<file path="config.mk">
export PLATFORM = sky130hd
export DESIGN_NAME = integer_pixel_upscaler
export DESIGN_NICKNAME = d
export VERILOG_FILES = /design/src/design/ipu_pkg.sv /design/src/design/integer_pixel_upscaler.sv /design/src/design/ipu_cfg.sv /design/src/design/ipu_front.sv /design/src/design/ipu_queue.sv /design/src/design/ipu_back.sv
export SDC_FILE = /design/constraint.sdc
export NUM_CORES = 1
export LEC_CHECK = 0
export BUFFER_PORTS_ARGS = -buffer_cell sky130_fd_sc_hd__buf_2
export CAP_MARGIN = 20
export CELL_PAD_IN_SITES_DETAIL_PLACEMENT = 1
export CELL_PAD_IN_SITES_GLOBAL_PLACEMENT = 2
export CORE_ASPECT_RATIO = 0.9
export CORE_MARGIN = 4
export CORE_UTILIZATION = 38
export DETAILED_ROUTE_END_ITERATION = 16
export PLACE_DENSITY = 0.81
export SETUP_SLACK_MARGIN = 0.15
export SLEW_MARGIN = 40
export SYNTH_ARGS = -nofsm -noshare
export SYNTH_HDL_FRONTEND = slang
export SYNTH_SLANG_ARGS = --single-unit
</file>
<file path="constraint.sdc">
create_clock -name clk_i -period 4.6 [get_ports clk_i]
set_input_delay 0.69 -clock clk_i [delete_from_list [all_inputs] [get_ports clk_i]]
set_output_delay 0.69 -clock clk_i [all_outputs]
set_load 0.03 [all_outputs]
</file>
<file path="src/design/ipu_pkg.sv">
// ----------------------------------------------------------------------------
// ipu_pkg
// Shared types, constants and pixel functions of the integer pixel upscaler.
// ----------------------------------------------------------------------------
package ipu_pkg;

  localparam int unsigned SCREEN_W_DEF   = 640;
  localparam int unsigned SCREEN_H_DEF   = 480;

  localparam int unsigned W_PIX          = 16;
  localparam int unsigned W_SX           = 10;
  localparam int unsigned W_SY           = 9;
  localparam int unsigned W_LOOK         = 2;
  localparam int unsigned W_FDRAW        = 3;
  localparam int unsigned W_BLK          = 2;

  localparam int unsigned APB_AW         = 4;
  localparam int unsigned APB_DW         = 32;

  localparam logic [W_SX-1:0]   RST_SRC_WIDTH  = W_SX'(160);
  localparam logic [W_SY-1:0]   RST_SRC_HEIGHT = W_SY'(144);
  localparam logic [W_LOOK-1:0] RST_LOOK_MODE  = W_LOOK'(0);

  localparam logic [W_LOOK-1:0] LOOK_LCD = W_LOOK'(1);
  localparam logic [W_LOOK-1:0] LOOK_DMG = W_LOOK'(2);

  localparam logic [W_PIX-1:0] MASK_R = 16'hf800;
  localparam logic [W_PIX-1:0] MASK_G = 16'h07e0;
  localparam logic [W_PIX-1:0] MASK_B = 16'h001f;
  localparam logic [W_PIX-1:0] PIX_BLACK = 16'h0000;

  localparam int unsigned QDEPTH = 2;
  localparam int unsigned QAW    = $clog2(QDEPTH);
  localparam int unsigned QCW    = $clog2(QDEPTH + 1);

  typedef enum logic [1:0] {
    REG_SRC_WIDTH  = 2'd0,
    REG_SRC_HEIGHT = 2'd1,
    REG_LOOK_MODE  = 2'd2
  } reg_idx_e;

  typedef enum logic [1:0] {
    KIND_PLAIN = 2'd0,
    KIND_LCD   = 2'd1,
    KIND_DMG   = 2'd2
  } kind_e;

  typedef struct packed {
    logic [W_PIX-1:0] pixel_in;
    logic [W_SX-1:0]  src_x;
    logic [W_SY-1:0]  src_y;
  } in_t;

  typedef struct packed {
    logic [W_PIX-1:0] pixel_out;
    logic [W_SX-1:0]  dst_x;
    logic [W_SY-1:0]  dst_y;
    logic             block_last;
  } out_t;

  typedef struct packed {
    logic               psel;
    logic               penable;
    logic               pwrite;
    logic [APB_AW-1:0]  paddr;
    logic [APB_DW-1:0]  pwdata;
  } apb_req_t;

  typedef struct packed {
    logic [W_FDRAW-1:0] fdraw;
    logic [W_LOOK-1:0]  look;
    logic [W_SX-1:0]    off_x;
    logic [W_SY-1:0]    off_y;
  } cfg_t;

  typedef struct packed {
    logic [W_PIX-1:0]   pix;
    logic [W_PIX-1:0]   lb;
    logic [W_PIX-1:0]   lc;
    logic [W_SX-1:0]    bx;
    logic [W_SY-1:0]    by;
    logic [W_FDRAW-1:0] fdraw;
    kind_e              kind;
  } ent_t;

  // Division by five of a value below 512 by reciprocal multiplication.
  function automatic logic [6:0] div5(input logic [8:0] x);
    logic [16:0] m;
    m = 17'(x) * 17'd205;
    return m[16:10];
  endfunction

  // Per-channel blend toward white: (wp * p + ww * white) / 5.
  function automatic logic [W_PIX-1:0] blend_white(input logic [W_PIX-1:0] p,
                                                   input logic [1:0] wp,
                                                   input logic [1:0] ww);
    logic [8:0] sr;
    logic [8:0] sg;
    logic [8:0] sb;
    logic [6:0] qr;
    logic [6:0] qg;
    logic [6:0] qb;
    sr = 9'(wp) * 9'(p[15:11]) + 9'(ww) * 9'd31;
    sg = 9'(wp) * 9'(p[10:5]) + 9'(ww) * 9'd63;
    sb = 9'(wp) * 9'(p[4:0]) + 9'(ww) * 9'd31;
    qr = div5(sr);
    qg = div5(sg);
    qb = div5(sb);
    return {qr[4:0], qg[5:0], qb[4:0]};
  endfunction

endpackage

</file>
<file path="src/design/integer_pixel_upscaler.sv">
// ----------------------------------------------------------------------------
// integer_pixel_upscaler
// Integer nearest-neighbor upscaler of RGB565 pixels onto a fixed screen.
// An accepted item is queued, and the emitter registers its beats onto the output.
// Each item yields f*f beats (1, 4, 9 or 16), one per cycle, set by the emitter.
// After reset and after each register write the block is busy while the serial
// divider derives the QW-bit factor, QW = clog2(max(SCREEN_W,SCREEN_H)+1).
// The receiver cannot stall; reset clears the queue and restores the registers.
// ----------------------------------------------------------------------------
module integer_pixel_upscaler #(
  parameter int unsigned SCREEN_W = ipu_pkg::SCREEN_W_DEF,
  parameter int unsigned SCREEN_H = ipu_pkg::SCREEN_H_DEF
) (
  input  logic                       clk_i,
  input  logic                       rst_ni,
  input  logic                       start,
  output logic                       busy,
  input  ipu_pkg::in_t               pix_i,
  output logic                       res_valid_o,
  output ipu_pkg::out_t              res_o,
  input  logic                       psel,
  input  logic                       penable,
  input  logic                       pwrite,
  input  logic [ipu_pkg::APB_AW-1:0] paddr,
  input  logic [ipu_pkg::APB_DW-1:0] pwdata,
  output logic [ipu_pkg::APB_DW-1:0] prdata,
  output logic                       pready
);
  import ipu_pkg::*;

  apb_req_t apb;
  cfg_t     cfg;
  ent_t     ent, head;
  logic     cfg_busy, q_push, q_pop, q_empty, q_full;

  assign apb.psel    = psel;
  assign apb.penable = penable;
  assign apb.pwrite  = pwrite;
  assign apb.paddr   = paddr;
  assign apb.pwdata  = pwdata;
  assign pready      = 1'b1;

  ipu_cfg #(
    .SCREEN_W(SCREEN_W),
    .SCREEN_H(SCREEN_H)
  ) u_cfg (
    .clk_i    (clk_i),
    .rst_ni   (rst_ni),
    .apb_i    (apb),
    .prdata_o (prdata),
    .cfg_o    (cfg),
    .busy_o   (cfg_busy)
  );

  ipu_front u_front (
    .cfg_i (cfg),
    .pix_i (pix_i),
    .ent_o (ent)
  );

  assign busy   = cfg_busy | q_full;
  assign q_push = start & !busy;

  ipu_queue u_queue (
    .clk_i   (clk_i),
    .rst_ni  (rst_ni),
    .push_i  (q_push),
    .din_i   (ent),
    .pop_i   (q_pop),
    .head_o  (head),
    .empty_o (q_empty),
    .full_o  (q_full)
  );

  ipu_back u_back (
    .clk_i   (clk_i),
    .rst_ni  (rst_ni),
    .head_i  (head),
    .empty_i (q_empty),
    .pop_o   (q_pop),
    .valid_o (res_valid_o),
    .res_o   (res_o)
  );

  a_push_not_full: assert property (@(posedge clk_i) disable iff (!rst_ni)
    !(q_push && q_full))
    else $error("Item pushed into a full queue.");

  a_first_beat: assert property (@(posedge clk_i) disable iff (!rst_ni)
    (q_push && q_empty) |=> ##1 res_valid_o)
    else $error("No result beat two cycles after accepting into an empty queue.");

  a_cfg_busy: assert property (@(posedge clk_i) disable iff (!rst_ni)
    (psel && penable && pwrite) |=> busy)
    else $error("Block not busy after a register write.");

endmodule

</file>
<file path="src/design/ipu_cfg.sv">
// ----------------------------------------------------------------------------
// ipu_cfg
// Register file and derivation of scale factor and centering offsets.
// ----------------------------------------------------------------------------
module ipu_cfg #(
  parameter int unsigned SCREEN_W = ipu_pkg::SCREEN_W_DEF,
  parameter int unsigned SCREEN_H = ipu_pkg::SCREEN_H_DEF
) (
  input  logic                       clk_i,
  input  logic                       rst_ni,
  input  ipu_pkg::apb_req_t          apb_i,
  output logic [ipu_pkg::APB_DW-1:0] prdata_o,
  output ipu_pkg::cfg_t              cfg_o,
  output logic                       busy_o
);
  import ipu_pkg::*;

  localparam int unsigned SMAX = (SCREEN_W > SCREEN_H) ? SCREEN_W : SCREEN_H;
  localparam int unsigned QW   = $clog2(SMAX + 1);
  localparam int unsigned CW   = $clog2(QW);
  localparam int unsigned PXW  = W_SX + QW;
  localparam int unsigned PYW  = W_SY + QW;

  typedef enum logic [5:0] {
    ST_IDLE = 6'b000001,
    ST_LOAD = 6'b000010,
    ST_DIV  = 6'b000100,
    ST_MIN  = 6'b001000,
    ST_MUL  = 6'b010000,
    ST_OFS  = 6'b100000
  } state_e;

  state_e state_q, state_d;

  logic [W_SX-1:0]   src_width_q;
  logic [W_SY-1:0]   src_height_q;
  logic [W_LOOK-1:0] look_q;

  logic [CW-1:0]    cnt_q;
  logic [QW-1:0]    dvx_q, dvy_q;
  logic [QW-1:0]    qx_q, qy_q;
  logic [W_SX-1:0]  remx_q;
  logic [W_SY-1:0]  remy_q;
  logic [QW-1:0]    fac_q;
  logic [PXW-1:0]   prodx_q;
  logic [PYW-1:0]   prody_q;
  logic [W_SX-1:0]  offx_q;
  logic [W_SY-1:0]  offy_q;
  logic [W_FDRAW-1:0] fdraw_q;

  logic             wr;
  reg_idx_e         widx;
  logic [W_SX-1:0]  w_eff;
  logic [W_SY-1:0]  h_eff;
  logic [W_SX:0]    tx;
  logic [W_SY:0]    ty;
  logic             gex, gey;
  logic [PXW-1:0]   diffx;
  logic [PYW-1:0]   diffy;

  assign wr    = apb_i.psel & apb_i.penable & apb_i.pwrite;
  assign widx  = reg_idx_e'(apb_i.paddr[3:2]);
  assign w_eff = (src_width_q == '0) ? W_SX'(1) : src_width_q;
  assign h_eff = (src_height_q == '0) ? W_SY'(1) : src_height_q;

  assign tx  = {remx_q, dvx_q[QW-1]};
  assign ty  = {remy_q, dvy_q[QW-1]};
  assign gex = (tx >= {1'b0, w_eff});
  assign gey = (ty >= {1'b0, h_eff});

  assign diffx = PXW'(SCREEN_W) - prodx_q;
  assign diffy = PYW'(SCREEN_H) - prody_q;

  always_comb begin
    state_d = state_q;
    unique case (state_q)
      ST_IDLE: state_d = ST_IDLE;
      ST_LOAD: state_d = ST_DIV;
      ST_DIV:  state_d = (cnt_q == CW'(QW - 1)) ? ST_MIN : ST_DIV;
      ST_MIN:  state_d = ST_MUL;
      ST_MUL:  state_d = ST_OFS;
      ST_OFS:  state_d = ST_IDLE;
      default: state_d = ST_LOAD;
    endcase
    if (wr) begin
      state_d = ST_LOAD;
    end
  end

  always_ff @(posedge clk_i or negedge rst_ni) begin
    if (!rst_ni) begin
      state_q      <= ST_LOAD;
      src_width_q  <= RST_SRC_WIDTH;
      src_height_q <= RST_SRC_HEIGHT;
      look_q       <= RST_LOOK_MODE;
    end else begin
      state_q <= state_d;
      if (wr) begin
        case (widx)
          REG_SRC_WIDTH:  src_width_q  <= apb_i.pwdata[W_SX-1:0];
          REG_SRC_HEIGHT: src_height_q <= apb_i.pwdata[W_SY-1:0];
          REG_LOOK_MODE:  look_q       <= apb_i.pwdata[W_LOOK-1:0];
          default: ;
        endcase
      end
    end
  end

  always_ff @(posedge clk_i) begin
    unique case (state_q)
      ST_LOAD: begin
        dvx_q  <= QW'(SCREEN_W);
        dvy_q  <= QW'(SCREEN_H);
        qx_q   <= '0;
        qy_q   <= '0;
        remx_q <= '0;
        remy_q <= '0;
        cnt_q  <= '0;
      end
      ST_DIV: begin
        dvx_q  <= {dvx_q[QW-2:0], 1'b0};
        dvy_q  <= {dvy_q[QW-2:0], 1'b0};
        qx_q   <= {qx_q[QW-2:0], gex};
        qy_q   <= {qy_q[QW-2:0], gey};
        remx_q <= W_SX'(gex ? (tx - {1'b0, w_eff}) : tx);
        remy_q <= W_SY'(gey ? (ty - {1'b0, h_eff}) : ty);
        cnt_q  <= cnt_q + CW'(1);
      end
      ST_MIN: begin
        fac_q <= (qx_q < qy_q) ? qx_q : qy_q;
      end
      ST_MUL: begin
        prodx_q <= {{QW{1'b0}}, w_eff} * {{W_SX{1'b0}}, fac_q};
        prody_q <= {{QW{1'b0}}, h_eff} * {{W_SY{1'b0}}, fac_q};
      end
      ST_OFS: begin
        offx_q  <= W_SX'(diffx >> 1);
        offy_q  <= W_SY'(diffy >> 1);
        fdraw_q <= (fac_q >= QW'(2) && fac_q <= QW'(4)) ? W_FDRAW'(fac_q)
                                                         : W_FDRAW'(1);
      end
      default: ;
    endcase
  end

  always_comb begin
    case (reg_idx_e'(apb_i.paddr[3:2]))
      REG_SRC_WIDTH:  prdata_o = APB_DW'(src_width_q);
      REG_SRC_HEIGHT: prdata_o = APB_DW'(src_height_q);
      REG_LOOK_MODE:  prdata_o = APB_DW'(look_q);
      default:        prdata_o = '0;
    endcase
  end

  assign busy_o      = (state_q != ST_IDLE);
  assign cfg_o.fdraw = fdraw_q;
  assign cfg_o.look  = look_q;
  assign cfg_o.off_x = offx_q;
  assign cfg_o.off_y = offy_q;

endmodule

</file>
<file path="src/design/ipu_front.sv">
// ----------------------------------------------------------------------------
// ipu_front
// Classifies an incoming pixel and prepares its block origin and blends.
// ----------------------------------------------------------------------------
module ipu_front (
  input  ipu_pkg::cfg_t cfg_i,
  input  ipu_pkg::in_t  pix_i,
  output ipu_pkg::ent_t ent_o
);
  import ipu_pkg::*;

  logic [W_SX+W_FDRAW-1:0] mx;
  logic [W_SY+W_FDRAW-1:0] my;

  assign mx = (W_SX+W_FDRAW)'(pix_i.src_x) * (W_SX+W_FDRAW)'(cfg_i.fdraw);
  assign my = (W_SY+W_FDRAW)'(pix_i.src_y) * (W_SY+W_FDRAW)'(cfg_i.fdraw);

  always_comb begin
    ent_o.pix   = pix_i.pixel_in;
    ent_o.lb    = blend_white(pix_i.pixel_in, 2'd3, 2'd2);
    ent_o.lc    = blend_white(pix_i.pixel_in, 2'd2, 2'd3);
    ent_o.bx    = cfg_i.off_x + mx[W_SX-1:0];
    ent_o.by    = cfg_i.off_y + my[W_SY-1:0];
    ent_o.fdraw = cfg_i.fdraw;
    ent_o.kind  = KIND_PLAIN;
    if (cfg_i.fdraw == W_FDRAW'(3)) begin
      if (cfg_i.look == LOOK_LCD) begin
        ent_o.kind = KIND_LCD;
      end else if (cfg_i.look == LOOK_DMG) begin
        ent_o.kind = KIND_DMG;
      end
    end
  end

endmodule

</file>
<file path="src/design/ipu_queue.sv">
// ----------------------------------------------------------------------------
// ipu_queue
// Short register queue between the classifying front and the block emitter.
// ----------------------------------------------------------------------------
module ipu_queue (
  input  logic          clk_i,
  input  logic          rst_ni,
  input  logic          push_i,
  input  ipu_pkg::ent_t din_i,
  input  logic          pop_i,
  output ipu_pkg::ent_t head_o,
  output logic          empty_o,
  output logic          full_o
);
  import ipu_pkg::*;

  ent_t           mem_q [QDEPTH];
  logic [QAW-1:0] wptr_q, rptr_q;
  logic [QCW-1:0] cnt_q;

  always_ff @(posedge clk_i or negedge rst_ni) begin
    if (!rst_ni) begin
      wptr_q <= '0;
      rptr_q <= '0;
      cnt_q  <= '0;
    end else begin
      if (push_i) begin
        wptr_q <= (wptr_q == QAW'(QDEPTH - 1)) ? '0 : wptr_q + QAW'(1);
      end
      if (pop_i) begin
        rptr_q <= (rptr_q == QAW'(QDEPTH - 1)) ? '0 : rptr_q + QAW'(1);
      end
      if (push_i && !pop_i) begin
        cnt_q <= cnt_q + QCW'(1);
      end else if (pop_i && !push_i) begin
        cnt_q <= cnt_q - QCW'(1);
      end
    end
  end

  always_ff @(posedge clk_i) begin
    if (push_i) begin
      mem_q[wptr_q] <= din_i;
    end
  end

  assign head_o  = mem_q[rptr_q];
  assign empty_o = (cnt_q == '0);
  assign full_o  = (cnt_q == QCW'(QDEPTH));

endmodule

</file>
<file path="src/design/ipu_back.sv">
// ----------------------------------------------------------------------------
// ipu_back
// Walks the block of the queue head and emits one screen pixel per cycle.
// ----------------------------------------------------------------------------
module ipu_back (
  input  logic          clk_i,
  input  logic          rst_ni,
  input  ipu_pkg::ent_t head_i,
  input  logic          empty_i,
  output logic          pop_o,
  output logic          valid_o,
  output ipu_pkg::out_t res_o
);
  import ipu_pkg::*;

  logic [W_BLK-1:0] row_q, col_q;
  logic [W_BLK-1:0] fm1;
  logic             col_end, last;
  logic [W_PIX-1:0] pick;
  logic             valid_q;
  out_t             res_q;

  assign fm1     = W_BLK'(head_i.fdraw - W_FDRAW'(1));
  assign col_end = (col_q == fm1);
  assign last    = col_end && (row_q == fm1);
  assign pop_o   = !empty_i && last;

  always_comb begin
    unique case (head_i.kind)
      KIND_LCD: begin
        if (row_q == 2'd0) begin
          pick = (col_q == 2'd1) ? (head_i.pix & MASK_G) : PIX_BLACK;
        end else if (row_q == 2'd1) begin
          pick = (col_q == 2'd0) ? (head_i.pix & MASK_R) :
                 (col_q == 2'd1) ? (head_i.pix & MASK_G) : (head_i.pix & MASK_B);
        end else begin
          pick = (col_q == 2'd0) ? (head_i.pix & MASK_R) :
                 (col_q == 2'd1) ? PIX_BLACK : (head_i.pix & MASK_B);
        end
      end
      KIND_DMG: begin
        if (row_q < 2'd2) begin
          pick = (col_q == 2'd0) ? head_i.lb : head_i.pix;
        end else begin
          pick = (col_q == 2'd0) ? head_i.lc : head_i.lb;
        end
      end
      default: pick = head_i.pix;
    endcase
  end

  always_ff @(posedge clk_i or negedge rst_ni) begin
    if (!rst_ni) begin
      row_q   <= '0;
      col_q   <= '0;
      valid_q <= 1'b0;
    end else begin
      valid_q <= !empty_i;
      if (!empty_i) begin
        if (last) begin
          row_q <= '0;
          col_q <= '0;
        end else if (col_end) begin
          row_q <= row_q + W_BLK'(1);
          col_q <= '0;
        end else begin
          col_q <= col_q + W_BLK'(1);
        end
      end
    end
  end

  always_ff @(posedge clk_i) begin
    if (!empty_i) begin
      res_q.pixel_out  <= pick;
      res_q.dst_x      <= head_i.bx + W_SX'(col_q);
      res_q.dst_y      <= head_i.by + W_SY'(row_q);
      res_q.block_last <= last;
    end
  end

  assign valid_o = valid_q;
  assign res_o   = res_q;

endmodule

</file>
==> impl_metrics.yaml <==
run_status:
  status: "finished, violations left"
  violations: "negative setup slack"
sta:
  skew_ns: 0.0174
  maxSlewHeadroom: 0.515
  fin_crit_ns: 5.01
  finalWorstSetupSlack_ns: -0.415
  timing_hold_violations_final: 0
  hold_slack_ns: 0.137
  slew_viol_final: 0
  worstMarginPinSlew_ns: 0.728
  max_freq_mhz: 199
  post-route-period-util: 1.09
  rsz0062_at_grt: "true"
  finalSetupViolCount: 31
yosys:
  synth.most_common_cell: "inv_1"
  synth-async-reset-ratio: 0.114
  ys_seq_elements: 317
  synthFlopType: "edfxtp_1"
  synth_cell_type_count: 73
  ys_top_cells_by_count: "inv_1 (374), ha_1 (373), edfxtp_1 (281)"
  synth_area_leaders: "edfxtp_1 (32%), ha_1 (18%), fa_1 (12%)"
  yosys.area.top_type_share: 0.322
  synth_area_per_cell_sq_um: 10.8
  ys_seq_area_frac: 0.357
  syn-cell-area_sq_um: 26200
  yosysTopAreaCell: "edfxtp_1"
  yosys_warnings: 0
  synth_edf_count: 281
  synthCells: 2414
power_and_ir_drop:
  power_density_nw_per_um2: 685
  total_power_mw: 21.8
  p_leak_nw: 14.3
  peakVddDrop_uv: 381
critical_path:
  critical-path-max-stage-delay_ns: 0.50
  start_kind: "input port"
  cp_top_family: "adder cells"
  worstPathArrival_ns: 5.30
  critPathSlowestCell: "fa_1"
  crit_top_cell: "ha_4"
  worst-path-max-fanout: 3
  critPathKind: "input port to flop"
  crit_buf_inv: 6
  end_kind: "flop"
  cp_cell_sequence: "buf_8 > clkinvlp_4 > buf_4 > ha_4 > inv_2 > ha_1 > a21o_1 > a21oi_2 > xnor2_2 > ha_1 > ha_4 > inv_1 > fa_1 > fa_1 > inv_1 > ha_4 > a2111oi_4 > nand2_2 > o31ai_4 > o2111ai_2 > a21oi_2 > xnor2_1"
  cp.required_ns: 4.89
drt:
  detailroute.via_count: 18300
  ant_nets: 0
  routedWlPerCell_um: 17.9
  totalWireLength_um: 66300
  drtIter0Drc: 591
  drtPass1Iterations: 5
  via_per_inst: 4.92
  post-route-drc-count: 0
placement:
  dp_hpwl_um: 51800
  gp_congestion: 0.846
  numPortBuffers: 100
cts:
  h-tree-depth: 2
  path_clk_slew_ns: 0.06
  cts-root-buf: "clkbuf_16"
  insertion_delay_ns: 0.56
  cts_hold_buf: 0
  cts_tree: "built"
  cts_made_buffers: 37
  clock_path_buffers: 3
  cts_sinks: 317
worst_hold_path:
  hp-class: "input port to async pin"
final_layout:
  fillers: 7331
  utilization: 0.471
  drive_gt1_frac: 0.239
  areaGrowthSynthToFinish_pct: 21.9
  nets: 3370
  register_area_sq_um: 9350
  multi_input_area_sq_um: 16200
floorplanning:
  die_area_sq_um: 73100
  io_pins: 148
  die_x_um: 285
  core_sq_um: 67700
  rows: 90
  die_h_um: 257
  start_util: 0.387
run:
  maxCapViolCount: 0
grt:
  grt_pass1_wl_um: 107000
  grt_pass1_vias: 20300
  grt_overflow: 0
  grt_max_degree: 72
  antenna_found_initial: 8
  grt_use_total: 0.179
-- cells in the final DEF, fill, tap and decap left out, drive strengths merged, types with 20 or more instances in the layout --
cell    Yosys  final
inv       376    373
ha        373    373
buf        41    365
edfxtp    281    281
nand2     187    187
fa        160    160
nor2      144    144
xnor2     131    131
mux2i      72     72
a21oi      71     71
and2       63     63
xor2       63     63
o21ai      54     54
clkbuf     38     45
mux2       40     40
nor3       36     36
dfrtp      31     31
o22ai      30     30
a21o       26     26
nor2b      24     24
conb        2     23
nand3      20     20
-- kinds of logic after synthesis --
logic type                 share of synthesized area
adders and majority gates                      0.301
xor gates and xnor gates                      0.0649
DFF                                            0.357
muxes                                         0.0448
buffers and inverters                         0.0700
AOI/OAI and AO/OA                             0.0684
other                                       0.000287
and+or+nand+nor                               0.0937
-- per-layer routing --
layer / GRT usage / wire, um / vias up
met1: 0.221 / 28100 / 9170
met4: 0.0474 / 1680 / 6
met2: 0.327 / 34000 / 212
li1: - / - / 8782
met5: 0 / 45 / -
met3: 0.0273 / 2350 / 91
-- power by group --
group	switching [mW]	internal [mW]	leakage [nW]	total (mW)
combinational	7.69	6.46	10.7	14.1
sequential	0.384	4.45	3.06	4.84
clock	1.23	1.63	0.558	2.86
-- layout make-up --
class | instances | share of cell area
antenna | 3 | 0.000235
clock buffer | 45 | 0.0303
clock inverter | 20 | 0.00655
inverter | 376 | 0.0452
multi-input combinational | 1663 | 0.507
sequential | 317 | 0.293
tap | 920 | 0.0361
timing repair buffer | 365 | 0.0819
-- through the flow --
step / area (sq um) / setup TNS, ns / std cells / setup WS [ns]
after floorplan: 26600 / -16.46 / 2435 / -0.874
after global placement: 29500 / -34.60 / 3596 / -1.18
after detailed placement: 29600 / -41.38 / 3598 / -1.32
after CTS: 31400 / -6.91 / 3691 / -0.539
after global routing: 31900 / -11.16 / 3706 / -0.600
final: 31900 / -6.19 / 3709 / -0.415
-- final timing paths --
path,startpoint,cells past startpoint,slack [ns],end
setup / recovery,pix_i[26],22,-0.41,u_queue.mem_q[1][50]$_DFFE_PP_
hold / removal,rst_ni,1,0.14,u_cfg.src_width_q[3]$_DFFE_PN0P_
setup reg to reg,u_cfg.src_width_q[5]$_DFFE_PN1P_,16,-0.15,u_cfg.prodx_q[10]$_DFFE_PN_
hold reg to reg,u_cfg.dvy_q[7]$_SDFFCE_PN1P_,1,0.51,u_cfg.dvy_q[8]$_SDFFCE_PN1P_
max in group asynchronous,rst_ni,1,4.03,u_queue.rptr_q$_DFFE_PN0P_
min in group clk_i,pwdata[5],3,0.36,u_cfg.src_height_q[5]$_DFFE_PN0P_
-- flip-flops by register name, indices dropped and copies added, names as in the netlist, 4 cells and up --
name / cells
u_cfg.offy_q: 9
u_cfg.src_width_q: 10
u_cfg.offx_q: 10
u_back.res_o: 36
u_cfg.dvy_q: 5
u_cfg.state_q: 6
u_cfg.qx_q: 10
u_cfg.prodx_q: 11
u_cfg.remx_q: 10
u_cfg.cnt_q: 4
u_cfg.remy_q: 9
u_cfg.src_height_q: 9
u_cfg.fac_q: 10
u_cfg.qy_q: 10
u_queue.mem_q: 142
u_cfg.prody_q: 10
-- timing repair --
action,in CTS,in global routing
resized for setup,84,82
setup buffers,28,15
setup endpoints to repair,43,52
pin swaps,71,70
Note: power is estimated with default switching activity, not from simulation.
